<file path="src/rtl/assert_macros.svh">
// Assertion macros shared by the RTL; they compile to nothing under synthesis.
`ifndef ASSERT_MACROS_SVH
`define ASSERT_MACROS_SVH

`ifndef SYNTHESIS
// Condition must hold at every clock edge out of reset.
`define ASSERT_ALWAYS(lbl, cond, msg) \
  lbl: assert property (@(posedge clk) disable iff (!rst_n) (cond)) else $error(msg);
// Antecedent in one cycle implies the consequent in the next.
`define ASSERT_NEXT(lbl, ante, cons, msg) \
  lbl: assert property (@(posedge clk) disable iff (!rst_n) (ante) |=> (cons)) else $error(msg);
`else
`define ASSERT_ALWAYS(lbl, cond, msg)
`define ASSERT_NEXT(lbl, ante, cons, msg)
`endif

`endif

</file>
<file path="src/rtl/ils_pkg.sv">
// Types and constants for the integer literal scanner.
package ils_pkg;

  localparam int VALUE_WIDTH_DEF = 32;
  localparam int COUNT_WIDTH_DEF = 16;
  localparam int OUT_VALUE_W     = 32;
  localparam int OUT_COUNT_W     = 16;

  localparam logic [7:0] CH_ZERO  = 8'h30;
  localparam logic [7:0] CH_NINE  = 8'h39;
  localparam logic [7:0] CH_UP_A  = 8'h41;
  localparam logic [7:0] CH_UP_F  = 8'h46;
  localparam logic [7:0] CH_LO_A  = 8'h61;
  localparam logic [7:0] CH_LO_F  = 8'h66;
  localparam logic [7:0] CH_LO_X  = 8'h78;
  localparam logic [7:0] CH_MINUS = 8'h2d;
  localparam logic [7:0] CH_POINT = 8'h2e;

  // Offset from the low nibble of a letter digit to its value (A is 0x41, value 10).
  localparam logic [3:0] HEX_LETTER_OFS = 4'd9;

  typedef enum logic [2:0] {
    PH_IDLE,
    PH_ZERO,
    PH_MINUS,
    PH_MINUS_ZERO,
    PH_HEX_START,
    PH_HEX,
    PH_DEC,
    PH_START
  } phase_t;

  typedef enum logic [1:0] {
    ST_INT,
    ST_NAN,
    ST_FLOAT
  } status_t;

  // Control part of the scan state.
  typedef struct packed {
    phase_t phase;
    logic   neg;
  } ils_ctl_t;

  // Result control of one step.
  typedef struct packed {
    logic    emit;
    status_t status;
  } ils_res_t;

endpackage

</file>
<file path="src/rtl/ils_step.sv">
// One scan step: next scan state and optional result for one character.
module ils_step #(
  parameter int VALUE_WIDTH = ils_pkg::VALUE_WIDTH_DEF,
  parameter int COUNT_WIDTH = ils_pkg::COUNT_WIDTH_DEF
) (
  input  logic [7:0]                    ch,
  input  logic                          first,
  input  logic                          last,
  input  ils_pkg::ils_ctl_t             cur_ctl,
  input  logic [VALUE_WIDTH-1:0]        cur_acc,
  input  logic [COUNT_WIDTH-1:0]        cur_cnt,
  output ils_pkg::ils_ctl_t             nxt_ctl,
  output logic [VALUE_WIDTH-1:0]        nxt_acc,
  output logic [COUNT_WIDTH-1:0]        nxt_cnt,
  output ils_pkg::ils_res_t             res,
  output logic [ils_pkg::OUT_VALUE_W-1:0] res_value,
  output logic [ils_pkg::OUT_COUNT_W-1:0] res_consumed
);
  import ils_pkg::*;

  phase_t                  ph;
  logic                    neg0;
  logic [VALUE_WIDTH-1:0]  acc0;
  logic [COUNT_WIDTH-1:0]  cnt0;
  logic                    is_dec;
  logic                    is_hex;
  logic [3:0]              hex_d;
  logic [VALUE_WIDTH-1:0]  acc_dec;
  logic [VALUE_WIDTH-1:0]  acc_hex;
  logic [COUNT_WIDTH-1:0]  cnt_inc;
  logic signed [VALUE_WIDTH-1:0] signed_val;

  // A first character restarts the scan from a clean state.
  assign ph   = first ? PH_START : cur_ctl.phase;
  assign neg0 = first ? 1'b0 : cur_ctl.neg;
  assign acc0 = first ? '0 : cur_acc;
  assign cnt0 = first ? '0 : cur_cnt;

  assign is_dec = (ch >= CH_ZERO) && (ch <= CH_NINE);
  assign is_hex = is_dec || ((ch >= CH_UP_A) && (ch <= CH_UP_F)) ||
                  ((ch >= CH_LO_A) && (ch <= CH_LO_F));
  assign hex_d  = is_dec ? ch[3:0] : (ch[3:0] + HEX_LETTER_OFS);

  // Times ten as two shifts and an add; decimal digits share the low nibble.
  assign acc_dec = {acc0[VALUE_WIDTH-4:0], 3'b000} + {acc0[VALUE_WIDTH-2:0], 1'b0}
                 + {{(VALUE_WIDTH-4){1'b0}}, ch[3:0]};
  assign acc_hex = {acc0[VALUE_WIDTH-5:0], hex_d};
  assign cnt_inc = (&cnt0) ? cnt0 : (cnt0 + COUNT_WIDTH'(1));

  always_comb begin
    nxt_ctl.phase = ph;
    nxt_ctl.neg   = neg0;
    nxt_acc       = acc0;
    nxt_cnt       = cnt0;
    res.emit      = 1'b0;
    res.status    = ST_INT;

    unique case (ph)
      PH_START: begin
        if (ch == CH_ZERO) begin
          nxt_cnt       = cnt_inc;
          nxt_ctl.phase = PH_ZERO;
          res.emit      = last;
        end else if (ch == CH_MINUS) begin
          nxt_ctl.neg   = 1'b1;
          nxt_cnt       = cnt_inc;
          nxt_ctl.phase = PH_MINUS;
          res.emit      = last;
          res.status    = ST_NAN;
        end else if (ch == CH_POINT) begin
          res.emit   = 1'b1;
          res.status = ST_FLOAT;
        end else if (!is_dec) begin
          res.emit   = 1'b1;
          res.status = ST_NAN;
        end else begin
          nxt_acc       = acc_dec;
          nxt_cnt       = cnt_inc;
          nxt_ctl.phase = PH_DEC;
          res.emit      = last;
        end
      end
      PH_MINUS: begin
        if (ch == CH_POINT) begin
          res.emit   = 1'b1;
          res.status = ST_FLOAT;
        end else if (!is_dec) begin
          res.emit   = 1'b1;
          res.status = ST_NAN;
        end else begin
          nxt_acc       = acc_dec;
          nxt_cnt       = cnt_inc;
          nxt_ctl.phase = (ch == CH_ZERO) ? PH_MINUS_ZERO : PH_DEC;
          res.emit      = last;
        end
      end
      PH_ZERO, PH_MINUS_ZERO: begin
        if (ch == CH_LO_X) begin
          nxt_cnt       = cnt_inc;
          nxt_ctl.phase = PH_HEX_START;
          res.emit      = last;
          res.status    = ST_NAN;
        end else if (ch == CH_POINT) begin
          res.emit   = 1'b1;
          res.status = ST_FLOAT;
        end else if (!is_dec) begin
          res.emit = 1'b1;
        end else begin
          nxt_acc       = acc_dec;
          nxt_cnt       = cnt_inc;
          nxt_ctl.phase = PH_DEC;
          res.emit      = last;
        end
      end
      PH_HEX_START, PH_HEX: begin
        if ((ph == PH_HEX) && (ch == CH_POINT)) begin
          res.emit   = 1'b1;
          res.status = ST_FLOAT;
        end else if (!is_hex) begin
          res.emit   = 1'b1;
          res.status = (ph == PH_HEX) ? ST_INT : ST_NAN;
        end else begin
          nxt_acc       = acc_hex;
          nxt_cnt       = cnt_inc;
          nxt_ctl.phase = PH_HEX;
          res.emit      = last;
        end
      end
      PH_DEC: begin
        if (ch == CH_POINT) begin
          res.emit   = 1'b1;
          res.status = ST_FLOAT;
        end else if (!is_dec) begin
          res.emit = 1'b1;
        end else begin
          nxt_acc  = acc_dec;
          nxt_cnt  = cnt_inc;
          res.emit = last;
        end
      end
      PH_IDLE: begin
        nxt_ctl.phase = PH_IDLE;
      end
    endcase

    if (res.emit) begin
      nxt_ctl.phase = PH_IDLE;
    end
  end

  // Only an integer result carries a value and a count.
  assign signed_val   = nxt_ctl.neg ? (-nxt_acc) : nxt_acc;
  assign res_value    = (res.status == ST_INT) ? OUT_VALUE_W'(signed_val) : '0;
  assign res_consumed = (res.status == ST_INT) ? OUT_COUNT_W'(nxt_cnt) : '0;

endmodule

</file>
<file path="src/rtl/integer_literal_scanner_core.sv">
// Top level of the integer literal scanner: input register, scan step, result register.
//
// The scanner reads one text byte per beat and parses one integer literal: an optional
// minus sign, then decimal digits or a 0x prefix with hex digits in either case. A byte
// with in_first_char set starts a scan, dropping any scan in progress. The result beat
// comes on the first byte that is not part of the literal, or on the byte flagged
// in_last_char, and carries a status (integer, not a number, or floating-point when a
// point is met), the value wrapped to VALUE_WIDTH bits and sign-extended, and the count
// of bytes consumed, saturating at COUNT_WIDTH bits. Value and count are zero unless the
// status is integer. Bytes after a result are ignored until the next first byte.
// Throughput is one byte per cycle while the input is not stalled, set by the single
// scan step that updates the phase, accumulator and count registers for each byte it
// consumes. A byte is first captured in the input register; its result is loaded into
// the result register when the step consumes the byte. The input is stalled only while
// a byte that ends a literal waits for a full result register that is not being taken.
`include "assert_macros.svh"

module integer_literal_scanner_core #(
  parameter int VALUE_WIDTH = ils_pkg::VALUE_WIDTH_DEF,
  parameter int COUNT_WIDTH = ils_pkg::COUNT_WIDTH_DEF
) (
  input  logic                                  clk,
  input  logic                                  rst_n,
  input  logic                                  in_valid,
  output logic                                  in_ready,
  input  logic [7:0]                            in_character,
  input  logic                                  in_first_char,
  input  logic                                  in_last_char,
  output logic                                  out_valid,
  input  logic                                  out_ready,
  output logic [1:0]                            out_status,
  output logic signed [ils_pkg::OUT_VALUE_W-1:0] out_value,
  output logic [ils_pkg::OUT_COUNT_W-1:0]       out_consumed
);
  import ils_pkg::*;

  // Input register stage.
  logic                   s1_valid_r;
  logic [7:0]             s1_char_r;
  logic                   s1_first_r;
  logic                   s1_last_r;

  // Scan state.
  ils_ctl_t               ctl_r;
  logic [VALUE_WIDTH-1:0] acc_r;
  logic [COUNT_WIDTH-1:0] cnt_r;

  // Result register.
  logic                   out_valid_r;
  status_t                out_status_r;
  logic [OUT_VALUE_W-1:0] out_value_r;
  logic [OUT_COUNT_W-1:0] out_consumed_r;

  // Step outputs.
  ils_ctl_t               ctl_nxt;
  logic [VALUE_WIDTH-1:0] acc_nxt;
  logic [COUNT_WIDTH-1:0] cnt_nxt;
  ils_res_t               step_res;
  logic [OUT_VALUE_W-1:0] step_value;
  logic [OUT_COUNT_W-1:0] step_consumed;

  logic                   out_free;
  logic                   s1_fire;
  logic                   out_payload_zero;

  ils_step #(
    .VALUE_WIDTH (VALUE_WIDTH),
    .COUNT_WIDTH (COUNT_WIDTH)
  ) u_step (
    .ch           (s1_char_r),
    .first        (s1_first_r),
    .last         (s1_last_r),
    .cur_ctl      (ctl_r),
    .cur_acc      (acc_r),
    .cur_cnt      (cnt_r),
    .nxt_ctl      (ctl_nxt),
    .nxt_acc      (acc_nxt),
    .nxt_cnt      (cnt_nxt),
    .res          (step_res),
    .res_value    (step_value),
    .res_consumed (step_consumed)
  );

  // The result register can take a new beat if it is empty or being drained this cycle.
  // A byte that makes no result never waits for it.
  assign out_free = !out_valid_r || out_ready;
  assign s1_fire  = s1_valid_r && (!step_res.emit || out_free);
  assign in_ready = !s1_valid_r || s1_fire;

  always_ff @(posedge clk) begin
    if (!rst_n) begin
      s1_valid_r <= 1'b0;
    end else if (in_ready) begin
      s1_valid_r <= in_valid;
    end
  end

  always_ff @(posedge clk) begin
    if (in_ready && in_valid) begin
      s1_char_r  <= in_character;
      s1_first_r <= in_first_char;
      s1_last_r  <= in_last_char;
    end
  end

  // Scan state advances only when the buffered byte is consumed.
  always_ff @(posedge clk) begin
    if (!rst_n) begin
      ctl_r.phase <= PH_IDLE;
      ctl_r.neg   <= 1'b0;
      acc_r       <= '0;
      cnt_r       <= '0;
    end else if (s1_fire) begin
      ctl_r <= ctl_nxt;
      acc_r <= acc_nxt;
      cnt_r <= cnt_nxt;
    end
  end

  always_ff @(posedge clk) begin
    if (!rst_n) begin
      out_valid_r <= 1'b0;
    end else if (s1_fire && step_res.emit) begin
      out_valid_r <= 1'b1;
    end else if (out_ready) begin
      out_valid_r <= 1'b0;
    end
  end

  always_ff @(posedge clk) begin
    if (s1_fire && step_res.emit) begin
      out_status_r   <= step_res.status;
      out_value_r    <= step_value;
      out_consumed_r <= step_consumed;
    end
  end

  assign out_valid    = out_valid_r;
  assign out_status   = out_status_r;
  assign out_value    = out_value_r;
  assign out_consumed = out_consumed_r;

  assign out_payload_zero = (out_value_r == '0) && (out_consumed_r == '0);

  // A byte that ends a literal always lands in the result register.
  `ASSERT_NEXT(a_emit_lands, s1_fire && step_res.emit, out_valid_r, "result beat lost")
  // Every result returns the scanner to idle.
  `ASSERT_NEXT(a_emit_idle, s1_fire && step_res.emit, ctl_r.phase == PH_IDLE, "scan not idle")
  // Only integer results carry a value or a count.
  `ASSERT_ALWAYS(a_nonint_zero, !out_valid_r || out_status_r == ST_INT || out_payload_zero, "bad payload")
  // The input stalls only behind a stalled result register.
  `ASSERT_ALWAYS(a_stall_cause, in_ready || (s1_valid_r && out_valid_r && !out_ready), "bad stall")

endmodule

</file>
<file path="config.mk">
export PLATFORM = sky130hd
export DESIGN_NAME = integer_literal_scanner_core
export DESIGN_NICKNAME = d
export VERILOG_FILES = /design/src/rtl/ils_pkg.sv /design/src/rtl/ils_step.sv /design/src/rtl/integer_literal_scanner_core.sv
export VERILOG_INCLUDE_DIRS = /design/src /design/src/rtl
export SDC_FILE = /design/constraint.sdc
export NUM_CORES = 1
export LEC_CHECK = 0
export ABC_AREA = 1
export BUFFER_PORTS_ARGS = -buffer_cell sky130_fd_sc_hd__buf_4
export CORE_MARGIN = 2
export CORE_UTILIZATION = 53
export DETAILED_ROUTE_END_ITERATION = 6
export GPL_ROUTABILITY_DRIVEN = 0
export PLACE_DENSITY = 0.72
export SLEW_MARGIN = 5
export SYNTH_ARGS = -nofsm -noshare
export SYNTH_HDL_FRONTEND = slang
export SYNTH_SLANG_ARGS = --single-unit
</file>
<file path="constraint.sdc">
create_clock -name clk -period 10.6 [get_ports clk]
set_input_delay 1.59 -clock clk [delete_from_list [all_inputs] [get_ports clk]]
set_output_delay 1.59 -clock clk [all_outputs]
set_load 0.005 [all_outputs]
</file>
Yosys cells after proc, flatten, opt, wreduce, memory -nomap -nowiden
Index checks and enable logic that the tools add are counted.
{ "word_totals": {"rom_bits": 0, "input_bits": 14, "latch_bits": 0, "ff_bits": 114, "n_memories": 0, "output_inout_bits": 52, "mem_bits_rw": 0, "elab_cells": 110} }
{ "op_classes": {"shifts": 0, "mux": 54, "reduce_logical": 22, "bitwise_logic": 0, "add_sub_neg": 5, "mul": 0, "div_mod_pow": 0, "eq_ne": 11, "magnitude_cmp": 6} }
{ "op_table": {"columns": ["cell", "n"], "rows": [
  ["32-bit 2-to-1 mux", 9],
  ["16-bit 2-to-1 mux", 9],
  ["32-bit one-hot mux with 4 select lines", 1],
  ["16-bit one-hot mux with 4 select lines", 1],
  ["3-bit 2-to-1 mux", 16],
  ["32-bit adder", 1],
  ["32-bit by 4-bit adder with 32-bit output", 1],
  ["32-bit negation", 1],
  ["3-bit one-hot mux with 5 select lines", 2],
  ["8-bit by 6-bit equality test with 1-bit output (second input constant)", 3],
  ["16-bit by 1-bit adder with 16-bit output (second input constant)", 1],
  ["8-bit by 7-bit >= comparator with 1-bit output (second input constant)", 2],
  ["8-bit by 7-bit less-or-equal comparator with 1-bit output (second input constant)", 2],
  ["16-bit AND reduction", 1],
  ["3-bit equality test (second input constant)", 4],
  ["1-bit 2-to-1 mux", 12],
  ["8-bit by 7-bit equality test with 1-bit output (second input constant)", 1],
  ["8-bit by 6-bit >= comparator with 1-bit output (second input constant)", 1],
  ["8-bit by 6-bit less-or-equal comparator with 1-bit output (second input constant)", 1],
  ["1-bit logical AND", 7],
  ["3-bit by 2-bit equality test with 1-bit output (second input constant)", 2],
  ["2-bit 2-to-1 mux", 3],
  ["2-bit OR reduction", 3],
  ["1-bit logical OR", 5],
  ["other kinds (7)", 9]
]} }

Logic depth before layout (Yosys ltp)
Gate-level depths: netlist (run 1).
{ "depth": {"depth_word": 12, "ltp_mapped": 29} }

Hierarchy
A second synthesis (run 1) with hierarchy kept.
{ "hier_totals": {"cells_unflattened": 1798, "hier_area_um2": 10906.7} }
{ "modules_own_cells": {"columns": ["mod", "instances", "cells_per_inst", "area_each_um2"], "rows": [
  ["ils_step", 1, 1382, 6685.2],
  ["integer_literal_scanner_core", 1, 416, 4221.5]
]} }

Worst setup path after synthesis (run 1)
OpenSTA, ideal clock, no wires.
{ "synth_path": {"path_type": "flip-flop to flip-flop", "start": "reg s1_char_r[0]", "end": "reg out_consumed_r[0], in the netlist out_consumed[0] (enable)", "t_required_ps": 10195, "period_less_slack_ps": 3646, "stages_incl_launch_ff": 18, "n_path_buf": 1, "arrival_time_ps": 3241, "setup_ps": 405, "setup_slack_ps": 6954, "cell_sequence": "edfxtp_1 inv_1 ha_1 inv_1 nor2_1 nand2_4 a21oi_4 nand2_4 nand2_2 nand2_1 nor2_1 nor2_1 nand2_1 inv_2 nor2_4 buf_2 nand2_1 inv_1"} }
{ "synth_via": {"elab_chain_cells": 11} }
{ "synth_lines": {"columns": ["element", "line_no", "source"], "rows": [
  ["from (decl)", "integer_literal_scanner_core.sv:39", "logic [7:0] s1_char_r;"],
  ["from (signal assigned)", "integer_literal_scanner_core.sv:100", "s1_char_r <= in_character;"],
  ["8-bit by 6-bit >= comparator with 1-bit output (tied with other cells)", "ils_step.sv:39", "assign is_dec = (ch >= CH_ZERO) && (ch <= CH_NINE);"],
  ["1-bit logical AND (on tied branches)", "ils_step.sv:39, ils_step.sv:40", null],
  ["1-bit 2-to-1 mux or 1-bit logical OR (tied branches)", null, null],
  ["3-bit 2-to-1 mux or 1-bit logical OR (tied branches)", "ils_step.sv:84, ils_step.sv:40", null],
  ["3-bit 2-to-1 mux or 1-bit 2-to-1 mux (tied branches)", "ils_step.sv:64, ils_step.sv:119", null],
  ["1-bit 2-to-1 mux or 3-bit 2-to-1 mux (tied branches)", "ils_step.sv:60, ils_step.sv:116", null],
  ["3-bit one-hot mux with 5 select lines (*)", "ils_step.sv:58", "unique case (ph)"],
  ["1-bit logical NOT", "integer_literal_scanner_core.sv:87", "assign s1_fire = s1_valid_r && (!step_res.emit || out_free);"],
  ["1-bit logical OR", "integer_literal_scanner_core.sv:87", null],
  ["1-bit logical AND", "integer_literal_scanner_core.sv:87", null],
  ["1-bit logical AND (*)", "integer_literal_scanner_core.sv:131", "if (s1_fire && step_res.emit) begin"],
  ["to (signal assigned)", "integer_literal_scanner_core.sv:134", "out_consumed_r <= step_consumed;"],
  ["to (decl)", "integer_literal_scanner_core.sv:52", "logic [OUT_COUNT_W-1:0] out_consumed_r;"]
]} }
Mark *: on every way between the ends. The rest lies on a longest branch, timed or not.
A chain may end at the register's enable or synchronous reset.

Final worst setup path (run 1)
{ "layout_path": {"start": "reg s1_first_r", "end": "out in_ready"} }
{ "layout_via": {"elab_chain_cells": 9} }
{ "layout_lines": {"columns": ["element", "line_no", "source"], "rows": [
  ["from (decl)", "integer_literal_scanner_core.sv:40", "logic s1_first_r;"],
  ["from (signal assigned)", "integer_literal_scanner_core.sv:101", "s1_first_r <= in_first_char;"],
  ["3-bit 2-to-1 mux (*)", "ils_step.sv:34", "assign ph = first ? PH_START : cur_ctl.phase;"],
  ["3-bit equality test", "ils_step.sv:58, ils_step.sv:116", null],
  ["1-bit logical AND", "ils_step.sv:116", "if ((ph == PH_HEX) && (ch == CH_POINT)) begin"],
  ["3-bit 2-to-1 mux", "ils_step.sv:116", null],
  ["3-bit one-hot mux with 5 select lines (*)", "ils_step.sv:58", null],
  ["1-bit logical NOT (*)", "integer_literal_scanner_core.sv:87", null],
  ["1-bit logical OR (*)", "integer_literal_scanner_core.sv:87", null],
  ["1-bit logical AND (*)", "integer_literal_scanner_core.sv:87", null],
  ["1-bit logical OR (*)", "integer_literal_scanner_core.sv:88", "assign in_ready = !s1_valid_r || s1_fire;"],
  ["to (decl)", "integer_literal_scanner_core.sv:25", "output logic in_ready,"]
]} }
Marked as above.

==> results.txt, run 1 <==
----------------------------------------------------
[Run status]
  Outcome ... completed

[GRT]
  Global-route usage over all layers ... 0.299
  Initial antenna violation count ... 0
  Overflow left after global routing ... 0
  Global-route wire length before repair ... between 50000 and 60000 um
  Largest net degree at the start of global routing ... 90
  Via count of the first global-routing pass ... 10300

[Synthesis]
  Number of library cell types mapped by synthesis ... 55
  Share of the synthesized area in compound gates (AO/OA/AOI/OAI) ... 0.141
  Number of enable-type register cells in the synthesized netlist ... 60
  Number of synthesized register bits ... roughly 110
  Avg Inst Size Synth ... roughly 6.3 um2
  Yosys warning total ... 0
  Proportion of synthesized flip-flops having asynchronous set or reset ... 0
  Area share of xor/xnor cells in the synthesized design ... 0.00912
  Post-synthesis cell count ... ~1700
  Largest family of logic cells by synthesized area ... simple AND/OR/NAND/NOR gates
  Synthesized area ... ~11000 um2
  Simple-gate area share of the yosys netlist ... 0.389
  Multiplexer area fraction after synthesis ... 0
  Ys flop type ... edfxtp_1
  Cell type with the highest aggregate area in the netlist ... edfxtp_1
  Proportion of netlist area held by the largest area contributor ... 0.171
  Fraction of the mapped netlist area in adder cells ... 0.0777
  Most area-consuming cells after synthesis ... edfxtp_1 (17%), nand2_1 (16%), dfxtp_1 (10%), inv_1 (8.1%), nor2_1 (7.8%)
  Portion of the post-synthesis area used by sequential elements ... 0.273
  Net Count, Synth ... ~1700

[Die]
  Number of cell rows ... 51
  Total I/O pin count ... 66
  DIE HEIGHT ... 145 um
  Core Footprint ... between 15000 and 20000 um2
  Floorplan die area ... 21100 um2
  Initial core utilization ... 0.541
  Die W ... 145 um

[Drt]
  Final wirelength ... roughly 32000 um
  Initial drt markers ... just under 1000
  Detailed-router iteration count before antenna repair ... 7
  Residual DRC ... 0
  Post-detailed-route count of antenna-violating nets ... 0
  Vias per cell ... about 5.6
  Overall via count from detail_route ... roughly 11000
  Routed length per instance ... about 16 um

[Timing]
  Final count of pins violating max slew ... 0
  Final count of hold timing violations ... 0
  Final count of negative-setup-slack endpoints ... 0
  Peak clock frequency supported by timing ... 196 MHz
  Unrepaired setup endpoints after global routing ... no
  Measured slew at the worst slew-check pin ... 1.06 ns
  Shortest period the worst path allows ... 5.10 ns
  Setup tns final ... 0 ns
  Worst slew margin relative to its limit ... 0.297
  Final period util ... 0.481
  Worst clock skew ... around 0.011 ns

[Final layout]
  Post-Route Utilization ... 0.602
  Fraction of layout cells with a size suffix above 1 ... 0.115
  Antenna Diode Count ... 0
  Nets@finish ... between 1500 and 2000
  Final Instance Area ... between 10000 and 15000 um2
  Signed area change from the synthesized netlist to the final layout ... 11.3%

[Clock network]
  Buffer cell driving the clock tree root ... clkbuf_16
  Post-cts resize count ... 0
  Clock sink count ... between 100 and 150
  Maximum root-to-sink buffer count ... 2
  CTS Buf Count ... 17
  Post-CTS setup buffers ... 0
  CTS tree ... built
  Clock input transition at the sequential cells of the worst setup and hold paths ... 0.05 ns
  Post-CTS Hold Buffers ... 0
  H-tree Lvls ... 4
  Worst-Skew Late Latency ... roughly 0.43 ns

[Min path]
  Hold crit path type ... register to register

[Power]
  Worst ir drop on vdd ... between 0.1 and 0.15 mV
  Total power per unit cell area ... 112 nW/um2
  P_leak ... roughly 5.8 nW

[Setup path]
  Data arrival, critical path ... around 3.5 ns
  Maximum net fanout on the critical path ... a little over 40
  Critical path launch point type ... register
  Classification of the worst setup path ... register to primary output
  Nature of the critical path endpoint ... primary output
  CP Data Required Time ... ~9.0 ns

[Place]
  IO Port Bufs ... between 60 and 70
  Total cell area at the placement stage ... roughly 11000 um2
  Detailed-placement wirelength estimate ... roughly 24000 um

[Flow run]
  Number of violations of the max-capacitance limit ... 0

----------------------------------------------------
power breakdown:
group          internal [mW]  leakage [nW]  total (mW)  switching (mW)
Sequential             0.490         0.999       0.504          0.0139
Clock                  0.328         0.259       0.553           0.224
Combinational         0.0831          4.50       0.265           0.182
Total                  0.901          5.76        1.32           0.421
cells by family (layout without fill, tap and decap cells):
kind of cell               Yosys count  count (layout)
adders and majority gates           65              65
buffers and inverters              290             348
xor gates and xnor gates            11              11
AOI/OAI and AO/OA                  270             270
DFF                                114             114
and+or+nand+nor                    916             916
routing by layer:
| layer | up-vias | GRT usage | share of wire |
|---|---|---|---|
| met4 | 0 | 0.128 | 0.040 |
| li1 | 5532 | - | - |
| met3 | 98 | 0.0425 | 0.066 |
| met5 | - | 0 | 0 |
| met1 | 5061 | 0.374 | 0.42 |
| met2 | 476 | 0.517 | 0.48 |
worst max-delay path, stage by stage, from the launching register on:
cell and delay (ns):
edfxtp_1 0.36, buf_4 0.30, inv_2 0.33, nand2_2 0.15
nor2_2 0.63, nand3_2 0.38, nand2_1 0.29, nor2_1 0.06
nor2_1 0.16, nand2_1 0.09, inv_2 0.08, nand2_1 0.08
buf_4 0.14
cell type report:
cell class              instances  area [um2]
clock buffers                  20         447
clock inverters                12         109
fillers                      1911        7770
inverters                     245         925
multi-input cells            1262        6530
flip-flops and latches        114        2880
well taps                     265         332
repair buffers                 71         533
synthesized netlist by cell type, types with 3 or more instances:
master and number:
nand2_1 440, inv_1 227, nor2_1 219, nand3_1 120
a21oi_1 118, o21ai_0 88, ha_1 64, edfxtp_1 60
dfxtp_1 54, nand2_2 24, nand4_1 24, nor3_1 24
clkbuf_1 17, buf_2 16, o21ai_1 15, inv_2 14
nand3b_1 12, nor2_2 12, xor2_1 11, nand3_2 10
nor2_4 10, a31oi_1 7, nand2_4 7, buf_6 6
o211ai_1 5, o21bai_1 5, o31ai_1 5, buf_1 4
o221ai_1 4, a211oi_1 3, a21oi_2 3, o2111ai_1 3
path summary, 6_finish.rpt:
kind | start | end | slack (ns) | cells past startpoint
hold / removal | acc_r[18]$_SDFFE_PN0P_ | acc_r[18]$_SDFFE_PN0P_ | 0.47 | 2
setup reg to reg | s1_first_r$_DFFE_PP_ | out_value[28]$_SDFFCE_PP0P_ | 5.96 | 25
hold reg to reg | acc_r[18]$_SDFFE_PN0P_ | acc_r[18]$_SDFFE_PN0P_ | 0.47 | 2
setup / recovery | s1_first_r$_DFFE_PP_ | in_ready | 5.50 | 12
layout by cell type, fill, tap and decap left out, types with 54 or more instances in the layout:
cell,instances
nor2_1,218
edfxtp_1,60
buf_4,71
inv_1,226
dfxtp_1,54
ha_1,64
nand3_1,120
o21ai_0,88
nand2_1,440
a21oi_1,118
state kept, by name, indices dropped and copies added (netlist names):
signal,cells
acc_r,32
out_value,32
cnt_r,16
out_consumed,16
s1_char_r,8
ctl_r,4
out_status,2
out_valid,1
s1_first_r,1
s1_last_r,1
s1_valid_r,1
per-stage QoR:
stage	std cells	hold slack [ns]	worst slack, ns	power (mW)
2_1_floorplan	1666	0.440	6.95	0.702
3_3_place_gp	1957	0.453	6.15	0.767
3_5_place_dp	1957	0.459	6.02	0.772
4_1_cts	1989	0.471	5.56	1.32
5_1_grt	1989	0.497	5.27	1.37
6_report	1989	0.473	5.50	1.32
No activity file was read; power rests on OpenSTA's default activity.
==> run 2, diff against run 1 <==
--- a/config.mk
+++ b/config.mk
@@ -12,7 +12,7 @@
 export CORE_UTILIZATION = 53
 export DETAILED_ROUTE_END_ITERATION = 6
 export GPL_ROUTABILITY_DRIVEN = 0
-export PLACE_DENSITY = 0.72
+export PLACE_DENSITY = 0.75
 export SLEW_MARGIN = 5
 export SYNTH_ARGS = -nofsm -noshare
 export SYNTH_HDL_FRONTEND = slang
==> constraint.sdc (replaced) <==
create_clock -name clk -period 4.4 [get_ports clk]
set_input_delay 0.66 -clock clk [delete_from_list [all_inputs] [get_ports clk]]
set_output_delay 0.66 -clock clk [all_outputs]
set_load 0.005 [all_outputs]
==> run 2 against run 1 <==
  * Clock power grew to 2.7 times the previous value
  * Clock-buffer cell count is 2 higher
  * Critical path type is now register to register
  * Critical path depth is 9 higher
  * Hold slack worse by 0.068 ns
  * Combinational power is 150% higher
  * Register-to-register slack worse by 5.7 ns
  * Cell count is 1.1% higher
  * Clock skew hardly changed
  * Non-clock buffer count is 21 higher
  * First-iteration DRC count is 6.1% higher
  * Via count is 1.8% higher
==> results.txt, run 2 (synthesis results as in run 1) <==
----------------------------------------------------
[Timing]
  Shortest period the worst path allows ... between 4 and 5 ns
  Peak clock frequency supported by timing ... around 240 MHz
  Unrepaired setup endpoints after global routing ... no
  Setup tns final ... 0 ns
  Least setup slack across all paths after layout ... roughly 0.30 ns
  Final period util ... 0.931
  Final count of negative-setup-slack endpoints ... 0
  Final count of pins violating max slew ... 0
  Measured slew at the worst slew-check pin ... 0.851 ns
  Final count of hold timing violations ... 0
  Worst clock skew ... 0.0110 ns
  Worst slew margin relative to its limit ... 0.433

[Drt]
  Vias per cell ... ~5.7
  Residual DRC ... 0
  Post-detailed-route count of antenna-violating nets ... 0
  Overall via count from detail_route ... roughly 11000
  Final wirelength ... approximately 32000 um
  Detailed-router iteration count before antenna repair ... 6
  Initial drt markers ... ~1000
  Routed length per instance ... 15.9 um

[GRT]
  Overflow left after global routing ... 0
  Largest net degree at the start of global routing ... 63
  Initial antenna violation count ... 0
  Via count of the first global-routing pass ... 10500
  Global-route wire length before repair ... 51400 um
  Global-route usage over all layers ... 0.297

[Die]
  Floorplan die area ... roughly 21000 um2
  Total I/O pin count ... 66
  Core Footprint ... 19500 um2
  Number of cell rows ... around 50
  DIE HEIGHT ... approximately 150 um
  Die W ... roughly 150 um
  Initial core utilization ... 0.541

[Setup path]
  Data arrival, critical path ... 4.29 ns
  Classification of the worst setup path ... register to register
  Critical path launch point type ... register
  Maximum net fanout on the critical path ... 25
  Critical Path Start ... s1_first_r$_DFFE_PP_
  Slowest stage cell on the critical path ... edfxtp_1
  CP Data Required Time ... ~4.6 ns
  Start of the worst register-to-register path ... s1_first_r$_DFFE_PP_
  Cell-by-cell listing of the critical path ... buf_12 > nor2_1 > ha_1 > ha_1 > nand2_1 > inv_1 > a21oi_1 > nand3_1 > or2_2 > nand3_1 > nand3_1 > nand2_1 > nand2_1 > inv_1 > nand2_2 > nor2_4 > nand3_2 > nand2_2 > nand3_1 > nand2_1 > nor2_1
  Nature of the critical path endpoint ... register
  Maximum cell stage delay along the critical path ... 0.53 ns

[Clock network]
  Maximum root-to-sink buffer count ... 2
  H-tree Lvls ... 4
  Clock input transition at the sequential cells of the worst setup and hold paths ... approximately 0.060 ns
  CTS Buf Count ... 17
  CTS tree ... built
  Clock sink count ... roughly 110
  Worst-Skew Late Latency ... around 0.43 ns
  Buffer cell driving the clock tree root ... clkbuf_16

[Final layout]
  Post-Route Utilization ... 0.617
  Number of fill cells ... ~1900
  Antenna Diode Count ... 0
  Most common cell after layout, fill and taps aside ... nand2_1
  Final Instance Area ... around 12000 um2
  Nets@finish ... between 1500 and 2000
  Fraction of layout cells with a size suffix above 1 ... 0.129
  Signed area change from the synthesized netlist to the final layout ... 14.0%
  Most frequent cells in the layout ... nand2_1 (439), inv_1 (226), nor2_1 (211)

[Place]
  IO Port Bufs ... between 60 and 70
  Detailed-placement wirelength estimate ... roughly 24000 um
  Total cell area at the placement stage ... around 11000 um2
  Pre-CTS worst setup slack ... around 0.27 ns

[Min path]
  Origin of the worst min-delay path ... in_character[0]
  Hold crit path type ... input port to register

[Run status]
  Outcome ... completed

[Power]
  Worst ir drop on vdd ... between 0.2 and 0.3 mV
  P_leak ... about 6 nW
  Total power per unit cell area ... ~280 nW/um2

[Flow run]
  Number of violations of the max-capacitance limit ... 0

----------------------------------------------------
## run 2: critical path, delay by kind of cell, from the launching register on
| kind | cells | cell delay (ns) |
|---|---|---|
| compound gates | 1 | 0.26 |
| fa+ha+maj | 2 | 0.67 |
| buf+inv | 3 | 0.38 |
| flops | 1 | 0.53 |
| simple gates | 15 | 2.01 |
## run 2: power by group
| part | internal [mW] | switching [mW] | total, mW |
|---|---|---|---|
| Clock | 0.988 | 0.513 | 1.50 |
| Combinational | 0.214 | 0.442 | 0.656 |
| Sequential | 1.18 | 0.0342 | 1.22 |
## run 2: final cells by class
class / count / area [um2] / share of cell area
Timing Repair Buffer: 92 / 716 / 0.0594
Multi-Input combinational cell: 1262 / 6550 / 0.544
Tap cell: 265 / 332 / 0.0275
Clock buffer: 22 / 474 / 0.0394
Inverter: 245 / 931 / 0.0773
Sequential cell: 114 / 2880 / 0.239
Clock inverter: 10 / 156 / 0.0130
## run 2: per-layer routing
metal	part of all wire	track usage	wire (um)	up-vias
li1	-	-	-	5577
met1	0.41	0.365	13200	5183
met2	0.48	0.516	15200	495
met3	0.069	0.0491	2190	110
met5	0	0	0	-
met4	0.040	0.127	1280	0
## run 2: per-stage QoR
step	total power [mW]	instances	hold slack (ns)
global route	3.50	2010	0.396
CTS	3.36	2004	0.398
detailed placement	1.87	1972	0.463
global placement	1.86	1972	0.451
floorplan	1.69	1666	0.440
finish	3.37	2010	0.405
## run 2: final timing paths
check / end / slack [ns] / depth (start not counted)
setup / recovery: out_value[31]$_SDFFCE_PP0P_ / 0.30 / 21
hold / removal: s1_char_r[0]$_DFFE_PP_ / 0.41 / 1
setup reg to reg: out_value[31]$_SDFFCE_PP0P_ / 0.30 / 21
hold reg to reg: ctl_r[3]$_SDFFE_PN0P_ / 0.49 / 2
## run 2: timing repair
action,4_1_cts,5_1_grt
hold buffers,0,0
gates resized for setup,0,11
setup endpoints to repair,0,51
buffers inserted,0,6
==> run 3, diff against run 2 <==
--- a/config.mk
+++ b/config.mk
@@ -7,12 +7,12 @@
 export NUM_CORES = 1
 export LEC_CHECK = 0
 export ABC_AREA = 1
+export ABC_CLOCK_PERIOD_IN_PS = 4000
 export BUFFER_PORTS_ARGS = -buffer_cell sky130_fd_sc_hd__buf_4
-export CORE_MARGIN = 2
 export CORE_UTILIZATION = 53
 export DETAILED_ROUTE_END_ITERATION = 6
 export GPL_ROUTABILITY_DRIVEN = 0
-export PLACE_DENSITY = 0.75
+export PLACE_DENSITY = 0.72
 export SLEW_MARGIN = 5
 export SYNTH_ARGS = -nofsm -noshare
 export SYNTH_HDL_FRONTEND = slang
==> constraint.sdc (replaced) <==
create_clock -name clk -period 4 [get_ports clk]
set_input_delay 0.6 -clock clk [delete_from_list [all_inputs] [get_ports clk]]
set_output_delay 0.6 -clock clk [all_outputs]
set_load 0.005 [all_outputs]
==> run 3 against run 2 <==
  * Routed wire length increased by 3.2%
  * Highest routed layer is now met5
  * Cell area increased by 4.5%
  * Clock-buffer cell count decreased by 3
  * Register-to-register slack got worse by 0.07 ns
  * Critical path type unchanged
  * Combinational power increased by 20%
  * Via count increased by 0.33%
  * First-iteration DRC count decreased by 13%
  * Maximum frequency increased by 8.7%
==> results.txt, run 3 (synthesis results as in run 1) <==
----------------------------------------------------
[Power]
  P_leak ... roughly 6.0 nW
  Overall power of the completed layout ... 3.57 mW
  Comb power frac ... 0.221
  Share of power burned in registers ... 0.374
  Fraction of power consumed by the clock network ... 0.406
  Total power per unit cell area ... between 200 and 300 nW/um2
  Internal power consumption ... approximately 2.4 mW
  Net switching component of the power ... between 1 and 1.5 mW
  Proportion of total power due to net switching ... 0.317
  Worst ir drop on vdd ... around 0.3 mV

[Final layout]
  Post-Route Utilization ... 0.644
  Fraction of layout cells with a size suffix above 1 ... 0.190
  Most frequent cells in the layout ... nand2_1 (421), inv_1 (224), nor2_1 (182)
  Non-filler cells in the finished layout ... 2037
  Number of fill cells ... around 1800
  Antenna Diode Count ... 0
  Most common cell after layout, fill and taps aside ... nand2_1
  Nets@finish ... ~1800
  Signed area change from the synthesized netlist to the final layout ... 19.1%

[Timing]
  Final period util ... 0.943
  Setup tns final ... 0 ns
  Final count of hold timing violations ... 0
  Final count of negative-setup-slack endpoints ... 0
  Peak clock frequency supported by timing ... between 200 and 300 MHz
  Least setup slack across all paths after layout ... around 0.23 ns
  Shortest period the worst path allows ... roughly 3.8 ns
  Worst clock skew ... roughly 0.014 ns
  Measured slew at the worst slew-check pin ... about 0.65 ns
  Final count of pins violating max slew ... 0
  Worst slew margin relative to its limit ... 0.570

[Setup path]
  Critical path launch point type ... register
  Nature of the critical path endpoint ... register
  Number of cell instances on the worst register-to-register path ... 24
  CP Data Required Time ... approximately 4.2 ns
  Endpoint of the lowest-slack register-to-register path ... out_value[29]$_SDFFCE_PP0P_
  Classification of the worst setup path ... register to register
  Start of the worst register-to-register path ... s1_first_r$_DFFE_PP_
  Reg-to-reg slack, setup ... 0.23 ns
  Data arrival, critical path ... between 3 and 4 ns
  Maximum net fanout on the critical path ... 9

[Clock network]
  Clock input transition at the sequential cells of the worst setup and hold paths ... 0.06 ns
  Worst-Skew Late Latency ... about 0.43 ns
  CTS tree ... built
  Buffer cell driving the clock tree root ... clkbuf_16
  Clock sink count ... between 100 and 150
  H-tree Lvls ... 4
  Maximum root-to-sink buffer count ... 2
  CTS Buf Count ... 17
  Post-CTS Hold Buffers ... 0

[Min path]
  Worst min-delay path endpoint ... s1_char_r[7]$_DFFE_PP_
  Origin of the worst min-delay path ... in_character[7]
  Number of cells on the worst hold path ... 1
  Hold crit path type ... input port to register

[Place]
  Pre-CTS worst setup slack ... a little under 0.02 ns
  Detailed-placement wirelength estimate ... 24100 um
  Total instance count after detailed placement ... between 1500 and 2000
  IO Port Bufs ... 65

[Die]
  Initial core utilization ... 0.541
  Core Footprint ... around 20000 um2
  Die W ... 143 um
  Number of cell rows ... 51
  Total I/O pin count ... 66
  DIE HEIGHT ... between 100 and 150 um
  Floorplan die area ... around 20000 um2

[GRT]
  Largest net degree at the start of global routing ... approximately 90
  Initial antenna violation count ... 1
  Overflow left after global routing ... 0
  Global-route wire length before repair ... 51400 um
  Global-route usage over all layers ... 0.319
  Via count of the first global-routing pass ... 10600

[Drt]
  Post-detailed-route count of antenna-violating nets ... 0
  Initial drt markers ... around 900
  Residual DRC ... 0
  Detailed-router iteration count before antenna repair ... 6
  Final wirelength ... approximately 33000 um
  Routed length per instance ... ~16 um
  Vias per cell ... about 5.6
  Overall via count from detail_route ... roughly 11000

[Flow run]
  Number of violations of the max-capacitance limit ... 0

[Run status]
  Outcome ... completed

----------------------------------------------------
[run 3: changes by cell type in the layout (fill, tap and decap cells not counted), sizes merged]
cell,delta
buf,+25
clkbuf,-1
bufinv,-3
inv,+3
clkinv,+2
clkinvlp,+1
[run 3: cell type report]
class / count / area, um2 / share of cell area
Tap cell: 265 / 332 / 0.0264
Multi-Input combinational cell: 1262 / 6910 / 0.550
Sequential cell: 114 / 2880 / 0.229
Inverter: 245 / 925 / 0.0735
Clock buffer: 19 / 443 / 0.0352
Clock inverter: 13 / 113 / 0.00895
Timing Repair Buffer: 119 / 970 / 0.0771
[run 3: how the worst max path moves through the flow]
stage / from / to / cells after the start
after CTS: s1_first_r$_DFFE_PP_ / out_value[22]$_SDFFCE_PP0P_ / 18
after detailed placement: s1_first_r$_DFFE_PP_ / out_value[22]$_SDFFCE_PP0P_ / 18
final: s1_first_r$_DFFE_PP_ / out_value[29]$_SDFFCE_PP0P_ / 24
after floorplan: s1_char_r[0]$_DFFE_PP_ / out_consumed[0]$_SDFFCE_PP0P_ / 17
after global placement: s1_first_r$_DFFE_PP_ / out_value[29]$_SDFFCE_PP0P_ / 22
after global routing: s1_first_r$_DFFE_PP_ / out_value[31]$_SDFFCE_PP0P_ / 28
[run 3: power by group through the flow]
stage / Clock, mW / Sequential [mW] / Combinational [mW]
3_3_place_gp: 0 / 1.36 / 0.706
2_1_floorplan: 0 / 1.35 / 0.509
4_1_cts: 1.45 / 1.33 / 0.724
3_5_place_dp: 0 / 1.36 / 0.716
6_report: 1.45 / 1.33 / 0.787
5_1_grt: 1.51 / 1.34 / 0.870
[run 3: repair_timing]
item | in CTS | in global routing
resized for setup | 0 | 110
endpoints found under the hold margin | 0 | 0
setup endpoints to repair | 0 | 23
buffers inserted | 0 | 4
[run 3: per-layer routing]
metal	track usage	vias to the layer above	wire, um
met1	0.379	5224	13600
met5	0	-	13
met2	0.553	453	16000
li1	-	5628	-
met4	0.158	2	1160
met3	0.0543	95	2200
[run 3: worst max-delay path, cell delays in order (launching register included)]
cell and delay [ns]:
edfxtp_1 0.41, buf_4 0.18, inv_2 0.08, buf_6 0.17
nand2_2 0.10, inv_2 0.10, ha_1 0.24, ha_2 0.38
nand2_1 0.10, nor2_1 0.13, inv_1 0.09, nor2_1 0.16
nand4_1 0.14, nand3b_1 0.14, nand2_1 0.06, nand2_1 0.05
nor2_1 0.08, nor2_4 0.18, nand2_1 0.11, nor2_2 0.13
nand2_1 0.08, nor2_1 0.12, nand2_1 0.08, a21oi_1 0.13
nor2_1 0.06
[run 3: metrics by stage]
stage	instance area (um2)	hold WS, ns
floorplan	10600	0.440
global placement	11500	0.459
detailed placement	11500	0.466
CTS	12100	0.344
global route	12600	0.336
finish	12600	0.350
